===== src/outward_spiral_address_generator_macros.svh =====
// Assertion macros shared by the spiral address generator modules.
`ifndef OUTWARD_SPIRAL_ADDRESS_GENERATOR_MACROS_SVH
`define OUTWARD_SPIRAL_ADDRESS_GENERATOR_MACROS_SVH

// Same-cycle implication, checked outside reset.
`define OSAG_ASSERT_NOW(label, ante, cons) \
    label: assert property (@(posedge i_clk) disable iff (!i_rst_n) (ante) |-> (cons)) \
        else $error("spiral generator check failed");

// Next-cycle implication, checked outside reset.
`define OSAG_ASSERT_NEXT(label, ante, cons) \
    label: assert property (@(posedge i_clk) disable iff (!i_rst_n) (ante) |=> (cons)) \
        else $error("spiral generator check failed");

`endif


===== src/osag_pkg.sv =====
// Types, register indexes and start-point tables of the spiral address generator.
package osag_pkg;

    localparam int COORD_W = 7;
    localparam int ORDER_W = 14;
    localparam int CFG_W   = 7;
    localparam int INDEX_W = 2;

    localparam logic [INDEX_W-1:0] REG_GRID_SIZE  = 2'd0;
    localparam logic [INDEX_W-1:0] REG_START_DIR  = 2'd1;
    localparam logic [INDEX_W-1:0] REG_TURN_SENSE = 2'd2;

    localparam logic [1:0] DIR_UP    = 2'd0;
    localparam logic [1:0] DIR_DOWN  = 2'd1;
    localparam logic [1:0] DIR_LEFT  = 2'd2;
    localparam logic [1:0] DIR_RIGHT = 2'd3;
    localparam logic       TURN_CW   = 1'b0;
    localparam logic       TURN_CCW  = 1'b1;

    // Tables indexed by {start_direction, turn_sense}.
    localparam logic [7:0] EVEN_ROW_BACK = 8'b0110_1100;
    localparam logic [7:0] EVEN_COL_BACK = 8'b1100_1001;
    localparam logic [7:0] INIT_HPHASE   = 8'b0011_0110;
    localparam logic [7:0] INIT_VPHASE   = 8'b0110_1100;

    typedef struct packed {
        logic [CFG_W-1:0] grid_size;
        logic [1:0]       start_dir;
        logic             turn_sense;
    } t_cfg;

    typedef struct packed {
        logic [5:0]  row;
        logic [5:0]  col;
        logic [12:0] order;
        logic        valid;
        logic        last;
    } t_cell;

endpackage


===== src/outward_spiral_address_generator.sv =====
// Top level of the outward spiral address generator.
// Each accepted item yields exactly one result item: restart=1 starts a new walk at the centre
// and returns its first cell, restart=0 returns the next cell of the spiral, and once the walk
// has given cell number N*N every further item returns cell_valid=0. An item is turned into its
// result combinationally by the walk logic and is registered in the output buffer, so one item
// can be accepted every cycle while the buffer has room. The output side is two entries deep, so
// the input keeps taking items while one result waits; it stalls only when both entries are full.
// The grid size, start direction and turn sense are sampled at a restart; N*N is formed then
// by one 7x7 multiplier and kept for the last-cell check. New configuration applies at a restart.
module outward_spiral_address_generator #(
    parameter int MAX_GRID = 64
) (
    input  logic        i_clk,
    input  logic        i_rst_n,
    input  logic        i_cfg_we,
    input  logic [1:0]  i_cfg_index,
    input  logic [6:0]  i_cfg_wdata,
    input  logic        i_in_valid,
    output logic        o_in_stall,
    input  logic        i_restart,
    output logic        o_out_valid,
    input  logic        i_out_stall,
    output logic [5:0]  o_cell_row,
    output logic [5:0]  o_cell_col,
    output logic [12:0] o_order_number,
    output logic        o_cell_valid,
    output logic        o_last_cell
);

    osag_pkg::t_cfg  r_cfg;
    osag_pkg::t_cell s_cell, s_out_cell;
    logic            s_accept, s_full;

    assign o_in_stall = s_full;
    assign s_accept   = i_in_valid && !s_full;

    always_ff @(posedge i_clk) begin
        if (!i_rst_n) begin
            r_cfg.grid_size  <= 7'd1;
            r_cfg.start_dir  <= osag_pkg::DIR_UP;
            r_cfg.turn_sense <= osag_pkg::TURN_CW;
        end else if (i_cfg_we) begin
            unique case (i_cfg_index)
                osag_pkg::REG_GRID_SIZE:  r_cfg.grid_size  <= i_cfg_wdata;
                osag_pkg::REG_START_DIR:  r_cfg.start_dir  <= i_cfg_wdata[1:0];
                osag_pkg::REG_TURN_SENSE: r_cfg.turn_sense <= i_cfg_wdata[0];
                default: ;
            endcase
        end
    end

    osag_walk #(
        .MAX_GRID (MAX_GRID)
    ) u_walk (
        .i_clk     (i_clk),
        .i_rst_n   (i_rst_n),
        .i_cfg     (r_cfg),
        .i_step    (s_accept),
        .i_restart (i_restart),
        .o_cell    (s_cell)
    );

    osag_obuf u_obuf (
        .i_clk       (i_clk),
        .i_rst_n     (i_rst_n),
        .i_push      (s_accept),
        .i_cell      (s_cell),
        .o_full      (s_full),
        .o_out_valid (o_out_valid),
        .i_out_stall (i_out_stall),
        .o_cell      (s_out_cell)
    );

    assign o_cell_row     = s_out_cell.row;
    assign o_cell_col     = s_out_cell.col;
    assign o_order_number = s_out_cell.order;
    assign o_cell_valid   = s_out_cell.valid;
    assign o_last_cell    = s_out_cell.last;

endmodule


===== src/osag_walk.sv =====
// Spiral walk state and the combinational step that yields one cell per item.
`include "outward_spiral_address_generator_macros.svh"

module osag_walk #(
    parameter int MAX_GRID = 64
) (
    input  logic           i_clk,
    input  logic           i_rst_n,
    input  osag_pkg::t_cfg i_cfg,
    input  logic           i_step,
    input  logic           i_restart,
    output osag_pkg::t_cell o_cell
);

    localparam int CW = osag_pkg::COORD_W;
    localparam int OW = osag_pkg::ORDER_W;

    logic [CW-1:0] r_row, r_col, r_leg, r_step_cnt;
    logic [OW-1:0] r_order, r_total;
    logic          r_second, r_hph, r_vph, r_hfirst, r_done;

    logic [CW-1:0] n_row, n_col, n_leg, n_step_cnt;
    logic [OW-1:0] n_order, n_total;
    logic          n_second, n_hph, n_vph, n_hfirst, n_done;

    logic [CW-1:0] s_n, s_half, s_row0, s_col0;
    logic [2:0]    s_sel;
    logic          s_clamp;

    logic [CW-1:0] e_row, e_col, e_leg, e_step_cnt, e_step_inc;
    logic [OW-1:0] e_order;
    logic          e_second, e_hph, e_vph, e_hfirst, e_done, e_last, e_horiz;

    // Start point and grid size as seen at a restart.
    always_comb begin
        s_clamp = int'(i_cfg.grid_size) > MAX_GRID;
        if (i_cfg.grid_size == '0) begin
            s_n = CW'(1);
        end else if (s_clamp) begin
            s_n = CW'(MAX_GRID);
        end else begin
            s_n = i_cfg.grid_size;
        end
        s_sel  = {i_cfg.start_dir, i_cfg.turn_sense};
        s_half = s_n >> 1;
        s_row0 = s_n[0] ? s_half : s_half - CW'(osag_pkg::EVEN_ROW_BACK[s_sel]);
        s_col0 = s_n[0] ? s_half : s_half - CW'(osag_pkg::EVEN_COL_BACK[s_sel]);
    end

    // A restart replaces the running state before the cell is produced.
    always_comb begin
        if (i_restart) begin
            e_row      = s_row0;
            e_col      = s_col0;
            e_order    = OW'(1);
            e_leg      = CW'(1);
            e_step_cnt = '0;
            e_second   = 1'b0;
            e_hph      = osag_pkg::INIT_HPHASE[s_sel];
            e_vph      = osag_pkg::INIT_VPHASE[s_sel];
            e_hfirst   = i_cfg.start_dir[1];
            e_done     = 1'b0;
            e_last     = (s_n == CW'(1));
            n_total    = OW'(s_n) * OW'(s_n);
        end else begin
            e_row      = r_row;
            e_col      = r_col;
            e_order    = r_order;
            e_leg      = r_leg;
            e_step_cnt = r_step_cnt;
            e_second   = r_second;
            e_hph      = r_hph;
            e_vph      = r_vph;
            e_hfirst   = r_hfirst;
            e_done     = r_done;
            e_last     = (r_order >= r_total);
            n_total    = r_total;
        end
    end

    always_comb begin
        o_cell.valid = !e_done;
        o_cell.row   = e_done ? 6'd0  : e_row[5:0];
        o_cell.col   = e_done ? 6'd0  : e_col[5:0];
        o_cell.order = e_done ? 13'd0 : e_order[12:0];
        o_cell.last  = !e_done && e_last;

        e_horiz    = e_hfirst ^ e_second;
        e_step_inc = e_step_cnt + CW'(1);

        n_row      = e_row;
        n_col      = e_col;
        n_order    = e_order;
        n_leg      = e_leg;
        n_step_cnt = e_step_cnt;
        n_second   = e_second;
        n_hph      = e_hph;
        n_vph      = e_vph;
        n_hfirst   = e_hfirst;
        n_done     = e_done;

        if (!e_done) begin
            if (e_last) begin
                n_done = 1'b1;
            end else begin
                n_order = e_order + OW'(1);
                if (e_horiz) begin
                    n_col = e_hph ? e_col - CW'(1) : e_col + CW'(1);
                end else begin
                    n_row = e_vph ? e_row + CW'(1) : e_row - CW'(1);
                end
                n_step_cnt = e_step_inc;
                // End of a leg: flip the sign of the axis just walked and swap axes.
                if (e_step_inc >= e_leg) begin
                    n_step_cnt = '0;
                    if (e_horiz) begin
                        n_hph = !e_hph;
                    end else begin
                        n_vph = !e_vph;
                    end
                    if (e_second) begin
                        n_leg = e_leg + CW'(1);
                    end
                    n_second = !e_second;
                end
            end
        end
    end

    always_ff @(posedge i_clk) begin
        if (!i_rst_n) begin
            r_row      <= '0;
            r_col      <= '0;
            r_order    <= OW'(1);
            r_total    <= OW'(1);
            r_leg      <= CW'(1);
            r_step_cnt <= '0;
            r_second   <= 1'b0;
            r_hph      <= 1'b0;
            r_vph      <= 1'b0;
            r_hfirst   <= 1'b0;
            r_done     <= 1'b1;
        end else if (i_step) begin
            r_row      <= n_row;
            r_col      <= n_col;
            r_order    <= n_order;
            r_total    <= n_total;
            r_leg      <= n_leg;
            r_step_cnt <= n_step_cnt;
            r_second   <= n_second;
            r_hph      <= n_hph;
            r_vph      <= n_vph;
            r_hfirst   <= n_hfirst;
            r_done     <= n_done;
        end
    end

    `OSAG_ASSERT_NOW(a_order_in_range, !r_done, (r_order <= r_total) && (r_order != '0))
    `OSAG_ASSERT_NEXT(a_done_holds, r_done && !(i_step && i_restart), r_done)

endmodule


===== src/osag_obuf.sv =====
// Two-entry output buffer: result register plus skid entry.
`include "outward_spiral_address_generator_macros.svh"

module osag_obuf (
    input  logic            i_clk,
    input  logic            i_rst_n,
    input  logic            i_push,
    input  osag_pkg::t_cell i_cell,
    output logic            o_full,
    output logic            o_out_valid,
    input  logic            i_out_stall,
    output osag_pkg::t_cell o_cell
);

    logic            r_out_valid, r_skid_valid;
    osag_pkg::t_cell r_out, r_skid;
    logic            s_take;

    assign s_take      = r_out_valid && !i_out_stall;
    assign o_full      = r_skid_valid;
    assign o_out_valid = r_out_valid;
    assign o_cell      = r_out;

    always_ff @(posedge i_clk) begin
        if (!i_rst_n) begin
            r_out_valid  <= 1'b0;
            r_skid_valid <= 1'b0;
        end else if (r_skid_valid) begin
            if (s_take) begin
                r_skid_valid <= 1'b0;
            end
        end else if (i_push) begin
            if (!r_out_valid || s_take) begin
                r_out_valid <= 1'b1;
            end else begin
                r_skid_valid <= 1'b1;
            end
        end else if (s_take) begin
            r_out_valid <= 1'b0;
        end
    end

    always_ff @(posedge i_clk) begin
        if (r_skid_valid) begin
            if (s_take) begin
                r_out <= r_skid;
            end
        end else if (i_push) begin
            if (!r_out_valid || s_take) begin
                r_out <= i_cell;
            end else begin
                r_skid <= i_cell;
            end
        end
    end

    `OSAG_ASSERT_NOW(a_skid_behind_out, r_skid_valid, r_out_valid)
    `OSAG_ASSERT_NEXT(a_no_push_when_full, r_skid_valid && i_out_stall, r_skid_valid && r_out_valid)

endmodule


===== config.mk =====
export PLATFORM = sky130hd
export DESIGN_NAME = outward_spiral_address_generator
export DESIGN_NICKNAME = d
export VERILOG_FILES = /design/src/osag_pkg.sv /design/src/outward_spiral_address_generator.sv /design/src/osag_walk.sv /design/src/osag_obuf.sv
export VERILOG_INCLUDE_DIRS = /design/src /design/src/src
export SDC_FILE = /design/constraint.sdc
export NUM_CORES = 1
export LEC_CHECK = 0
export ABC_AREA = 1
export BUFFER_PORTS_ARGS = -buffer_cell sky130_fd_sc_hd__buf_4
export CAP_MARGIN = 15
export CORE_MARGIN = 1.5
export CORE_UTILIZATION = 58
export CTS_BUF_LIST = sky130_fd_sc_hd__clkbuf_2
export DETAILED_ROUTE_END_ITERATION = 8
export MAX_ROUTING_LAYER = met4
export PLACE_DENSITY = 0.79
export SYNTH_ARGS = -nofsm -noshare
export SYNTH_HDL_FRONTEND = slang
export SYNTH_SLANG_ARGS = --single-unit
export TNS_END_PERCENT = 10

===== constraint.sdc =====
create_clock -name i_clk -period 4.5 [get_ports i_clk]
set_clock_uncertainty 0.05 [all_clocks]
set_input_delay 0.45 -clock i_clk [delete_from_list [all_inputs] [get_ports i_clk]]
set_output_delay 0.45 -clock i_clk [all_outputs]
set_load 0.02 [all_outputs]

==> results of run 1 <==
-- metal layers --
layer	vias to the layer above	track usage, %
li1	3746	-
met1	3451	39.0
met2	299	46.2
met3	43	6.13
met4	0	11.8
met5	-	-
-- cell type report --
class	count	share of cell area, %
antenna	1	0.0270
sequential	124	32.7
timing repair buffer	78	6.66
clock buffer	18	0.971
inverter	174	7.07
tap	180	2.43
clock inverter	14	1.82
multi-input combinational	780	48.3
-- synth_stat cells (8+ instances only) --
cell type and count:
a21oi_1 76, buf_2 8, clkbuf_1 21, dfxtp_1 70, edfxtp_1 54, fa_1 15
ha_1 60, inv_1 159, inv_2 12, nand2_1 275, nand3_1 66, nand4_1 14
nor2_1 97, nor3_1 22, o21ai_0 65, xor2_1 21
-- worst reg2reg max path, cell delays in order (launching register included) --
cell	delay (ns)
dfxtp_1	0.41
nor2_1	0.06
nand3_1	0.06
nand2_1	0.09
nand2_1	0.08
clkinv_1	0.08
ha_1	0.32
xnor2_1	0.14
fa_1	0.49
inv_1	0.06
fa_1	0.54
inv_1	0.06
fa_1	0.53
inv_1	0.07
ha_4	0.26
a21oi_2	0.14
o21ai_2	0.07
a21o_1	0.17
nand3_1	0.07
nand2_1	0.06
xor2_1	0.14
o21ai_0	0.15
inv_1	0.05
-- what timing repair did --
action                     4_1_cts  5_1_grt
setup endpoints to repair        0        7
gates resized for setup          0       18
hold buffers                    12        1
setup buffers                    0        4
hold endpoints to repair        12        1
-- report_power, final --
part | internal [mW] | total, mW | switching [mW]
logic | 0.259 | 0.743 | 0.484
registers | 1.24 | 1.28 | 0.0337
clock network | 0.312 | 0.769 | 0.457
total | 1.82 | 2.79 | 0.974
-- cell usage in the layout (no fill, tap or decap), types with 4 or more instances in the layout --
cell and count:
nor3_1 21, inv_1 159, dlygate4sd3_1 13, o211ai_1 6, or2_2 5, clkinvlp_4 4, xnor2_1 6, nand3_1 66
nand2_1 274, o21ai_0 63, ha_1 59, nor2_2 4, clkbuf_2 18, xor2_1 21, a21oi_2 4, dfxtp_1 64
a21oi_1 72, buf_4 65, a31oi_1 5, conb_1 6, o21ai_1 5, nor2_1 94, fa_1 15, dfxtp_2 5
nand4_1 14, edfxtp_1 54, inv_2 12
-- registers in the layout, indices dropped and copies added (netlist names) --
register,cells
r_cfg,10
u_obuf.o_cell,27
u_obuf.o_full,1
u_obuf.o_out_valid,1
u_obuf.r_skid,27
u_walk.r_col,6
u_walk.r_done,1
u_walk.r_hfirst,1
u_walk.r_hph,1
u_walk.r_leg,7
u_walk.r_order,14
u_walk.r_row,6
u_walk.r_second,1
u_walk.r_step_cnt,7
u_walk.r_total,13
u_walk.r_vph,1
-- logic make-up (layout without fill, tap and decap cells) --
family	count (synthesis)	after routing	synth area share, %
DFF	124	124	36.7
adders and majority gates	75	75	12.8
other	2	7	0.0912
and+or+nand+nor	497	497	26.4
buffers and inverters	208	284	9.63
AOI/OAI and AO/OA	175	175	11.6
xor gates and xnor gates	27	27	2.87
-- through the flow --
stage	cells	hold slack (ns)
floorplan	1112	0.374
global route	1369	0.0317
finish	1369	0.0876
CTS	1363	0.00274
global placement	1319	0.389
detailed placement	1319	0.400
-- path summary, 6_finish.rpt --
path / start / endpoint / slack, ns / cells after the start
hold / removal: i_rst_n / u_walk.r_done / 0.09 / 2
setup reg to reg: r_cfg[3] / u_walk.r_total[9] / 0.25 / 22
hold reg to reg: u_walk.r_total[3] / u_walk.r_total[3] / 0.43 / 2
setup / recovery: r_cfg[3] / u_walk.r_total[9] / 0.25 / 22
==> flow_summary.json, run 1 <==
{
  "status": "completed",
  "drv_slew": 0,
  "dieArea_mm2": 0.0149,
  "cpLargestDelayFamily": "adder cells",
  "wl_met3_mm": 1.58,
  "ys_seq_elements": 124,
  "grt_max_degree": 44,
  "ir_worst_vdd_v": 0.000145,
  "firstDrtPassIters": 5,
  "place_ws_ns": 0.107,
  "avgViaCountPerCell": 5.51,
  "tightestPinTransition_ns": 0.593,
  "ios": 44,
  "io_buffer_count": 43,
  "highest_layer": "met4",
  "powerDensity_mw_per_mm2": 301,
  "first_iter_violations": 836,
  "routed_wl_mm": 20.5,
  "hold_viol": 0,
  "post-route-util_pct": 66.8,
  "startpoint_type": "register",
  "post_synth_num_cell_types": 47,
  "die_x_um": 122,
  "max_freq_ghz": 0.235,
  "seqCellArea_mm2": 0.00303,
  "power_mw": 2.79,
  "placed_area_mm2": 0.00880,
  "dpl.hpwl_mm": 15.2,
  "synth_top_area_share_pct": 19.7,
  "min_path_type": "input port to register",
  "numCtsBuffers": 17,
  "worstPathRequired_ns": 5.11,
  "synthFlopType": "dfxtp_1",
  "chipHeight_um": 122,
  "insertion_delay_ns": 0.75,
  "fin_nets": 1265,
  "grt.overflow.total": 0,
  "drc": 0,
  "cp_cell_sequence": "nor2_1 -> nand3_1 -> nand2_1 -> nand2_1 -> clkinv_1 -> ha_1 -> xnor2_1 -> fa_1 -> inv_1 -> fa_1 -> inv_1 -> fa_1 -> inv_1 -> ha_4 -> a21oi_2 -> o21ai_2 -> a21o_1 -> nand3_1 -> nand2_1 -> xor2_1 -> o21ai_0 -> inv_1",
  "finalSetupViolCount": 0,
  "cts_tree": "built",
  "worstSetupEndpointType": "register",
  "htree_num_levels": 4,
  "period_minus_slack_ns": 4.25,
  "synthesis.instances": 1108,
  "yosysWarnings": 0,
  "grt_pass1_vias": 6971,
  "crit_path_top_delay_cell": "fa_1",
  "critPathMaxFanout": 4,
  "grt_first_pass_wirelength_mm": 33.6,
  "design_area_mm2": 0.00928,
  "drt-met1-wl_mm": 8.95,
  "clkSlewWorstSetupHoldPaths_ns": 0.20,
  "rows": 43,
  "relSlewSlack_pct": 60.4,
  "cts_root_buf": "clkbuf_2",
  "p_leak_nw": 4.43,
  "n_fill_cell": 1181,
  "crit_top_cell": "inv_1",
  "clockBufferDepth": 2,
  "setup_slack_ns": 0.252,
  "drv_cap": 0,
  "synth_edf_count": 54,
  "syn_avg_cell_area_um2": 7.43,
  "clock-sinks": 124,
  "setup_tns_ns": 0,
  "critical_path_class": "register to register",
  "coreArea_mm2": 0.0139,
  "synth_area_leader_cell": "edfxtp_1",
  "antenna_found_initial": 1,
  "ys_seq_area_share_pct": 36.7,
  "initial_core_util_pct": 59.3,
  "gp_congestion": 0.943,
  "async_flop_share_pct": 0,
  "path_buf_inv": 5,
  "netlist_area_mm2": 0.00824,
  "drive_above_1_share_pct": 12.3,
  "synthToLayoutAreaGrowth_pct": 12.6,
  "ant_nets": 0,
  "multi_input_area_mm2": 0.00448,
  "via_count": 7539,
  "finalCritPeriodShare_pct": 94.4,
  "slowest_delay_ns": 0.54,
  "cp.arrival_ns": 4.86,
  "grtUsageTotal_pct": 30.1,
  "yosys-top-cells-area": "edfxtp_1 20%, dfxtp_1 17%, nand2_1 13%",
  "wl_met2_mm": 9.45,
  "wl_per_cell_um": 15.0
}
Power figures use the tool's default switching activity.
==> inputs of run 2 (changes only) <==
Settings changed: CORE_ASPECT_RATIO set to 1.2, PLACE_DENSITY 0.79 to 0.89.
==> flow_summary.json, run 2 (same netlist as run 1, synthesis figures left out) <==
{
  "status": "completed",
  "hold_viol": 0,
  "cp.arrival_ns": 4.84,
  "worstSetupEndpointType": "register",
  "grt_first_pass_wirelength_mm": 31.7,
  "ant_nets": 0,
  "grt_pass1_vias": 7044,
  "grtUsageTotal_pct": 26.6,
  "htree_num_levels": 4,
  "seqPwrFrac_pct": 46.3,
  "grt.overflow.total": 0,
  "endpoint": "u_walk.r_total[12]",
  "final_common_cell": "nand2_1",
  "powerDensity_mw_per_mm2": 297,
  "dpl.hpwl_mm": 13.9,
  "coreArea_mm2": 0.0138,
  "switching_share_pct": 35.6,
  "r2r_start": "r_cfg[9]",
  "clockBufferDepth": 2,
  "insertion_delay_ns": 0.72,
  "drive_above_1_share_pct": 12.9,
  "final_cell_mix": "271 x nand2_1, 159 x inv_1, 92 x nor2_1",
  "clkSlewWorstSetupHoldPaths_ns": 0.22,
  "drv_slew": 0,
  "post-place-cells": 1311,
  "slowest_delay_ns": 0.53,
  "cts_root_buf": "clkbuf_2",
  "rows": 47,
  "cp_cell_sequence": "buf_4 -> inv_2 -> nand2_1 -> nand2_4 -> inv_2 -> nor2_2 -> nand3_1 -> fa_1 -> inv_1 -> fa_1 -> inv_1 -> fa_1 -> inv_1 -> ha_2 -> a21o_1 -> o21ai_1 -> o2111ai_1 -> nand2_1 -> inv_1 -> o21ai_0 -> o211ai_1 -> inv_1",
  "synthToLayoutAreaGrowth_pct": 12.6,
  "p_leak_nw": 4.42,
  "critPathMaxFanout": 9,
  "power.share.clock_pct": 27.0,
  "ios": 44,
  "finalNonFillerCells": 1358,
  "dieArea_mm2": 0.0149,
  "finalSetupViolCount": 0,
  "relSlewSlack_pct": 34.8,
  "period_minus_slack_ns": 4.22,
  "crit_path_top_delay_cell": "fa_1",
  "tightestPinTransition_ns": 0.977,
  "wl_per_cell_um": 13.9,
  "ir_worst_vdd_v": 0.000226,
  "finalCritPeriodShare_pct": 93.9,
  "max_freq_ghz": 0.237,
  "grt_max_degree": 44,
  "startpoint_type": "register",
  "cts_tree": "built",
  "die_x_um": 112,
  "p_sw_mw": 0.980,
  "r2r_slack_ns": 0.28,
  "initial_core_util_pct": 59.6,
  "fin_nets": 1263,
  "clock-sinks": 124,
  "drv_cap": 0,
  "io_buffer_count": 43,
  "r2r_end": "u_walk.r_total[12]",
  "via_count": 7455,
  "setup_tns_ns": 0,
  "r2r_cells": 22,
  "worst_hold_slack_ns": 0.0309,
  "crit_top_cell": "inv_1",
  "gp_congestion": 0.902,
  "rsz0062_at_grt": "no",
  "routed_wl_mm": 18.9,
  "critical_path_class": "register to register",
  "drc": 0,
  "internal_power_mw": 1.77,
  "numCtsBuffers": 17,
  "chipHeight_um": 134,
  "avgViaCountPerCell": 5.49,
  "firstDrtPassIters": 7,
  "first_iter_violations": 470,
  "min_path_type": "input port to register",
  "cp-startpoint": "r_cfg[9]",
  "worstPathRequired_ns": 5.11,
  "pwr-share-comb_pct": 26.8,
  "antenna_found_initial": 1
}
run 2: metrics by stage:
stage	utilization (%)	area (um^2)	worst slack, ns	power (mW)
2_1_floorplan	-	8250	0.150	1.81
3_3_place_gp	63.7	8800	0.151	1.98
3_5_place_dp	63.7	8800	0.116	2.00
4_1_cts	66.4	9170	0.0272	2.73
5_1_grt	67.1	9280	0.0105	2.90
6_report	67.1	9280	0.277	2.75
run 2: worst min-delay path by stage:
stage,startpoint,to,slack (ns),cells past startpoint
2_1_floorplan,u_walk.r_hfirst,u_walk.r_hfirst,0.37,2
3_3_place_gp,u_walk.r_hfirst,u_walk.r_hfirst,0.39,2
3_5_place_dp,u_walk.r_hfirst,u_walk.r_hfirst,0.39,2
4_1_cts,i_cfg_wdata[3],r_cfg[6],0.02,3
5_1_grt,i_cfg_wdata[3],r_cfg[6],0.04,3
6_report,i_cfg_wdata[3],r_cfg[6],0.03,3
run 2: cell type report:
| cell class | count | area [um^2] |
|---|---|---|
| clock inverters | 14 | 163 |
| diodes | 1 | 2.50 |
| repair buffers | 76 | 601 |
| well taps | 171 | 214 |
| clock buffers | 18 | 90.1 |
| multi-input cells | 780 | 4520 |
| fillers | 1139 | 4540 |
| inverters | 174 | 656 |
| flip-flops and latches | 124 | 3030 |
run 2: power by group through the flow:
stage | logic (mW) | clock network [mW] | registers (mW)
2_1_floorplan | 0.491 | 0 | 1.32
3_3_place_gp | 0.682 | 0 | 1.30
3_5_place_dp | 0.702 | 0 | 1.30
4_1_cts | 0.714 | 0.746 | 1.27
5_1_grt | 0.830 | 0.787 | 1.28
6_report | 0.737 | 0.743 | 1.27
run 2: worst max-delay path: cells and delay by family, from the launching register on:
kind,cells,cell delay [ns]
AO/OA/AOI/OAI,5,0.74
adder cells (fa/ha/maj),4,1.76
flip-flops,1,0.40
buffers and inverters,8,0.61
AND/OR/NAND/NOR,5,0.58
run 2: repair_timing:
item,4_1_cts,5_1_grt
buffers inserted,0,2
hold buffers,12,0
resized for setup,0,27
endpoints found under the setup margin,0,7
endpoints found under the hold margin,9,0
run 2: layer usage:
| layer | wire, um | vias up | track usage [%] |
|---|---|---|---|
| met5 | 0 | - | - |
| met4 | 501 | 0 | 10.4 |
| met3 | 1160 | 40 | 3.41 |
| met2 | 9380 | 248 | 46.1 |
| met1 | 7840 | 3436 | 31.4 |
| li1 | - | 3731 | - |
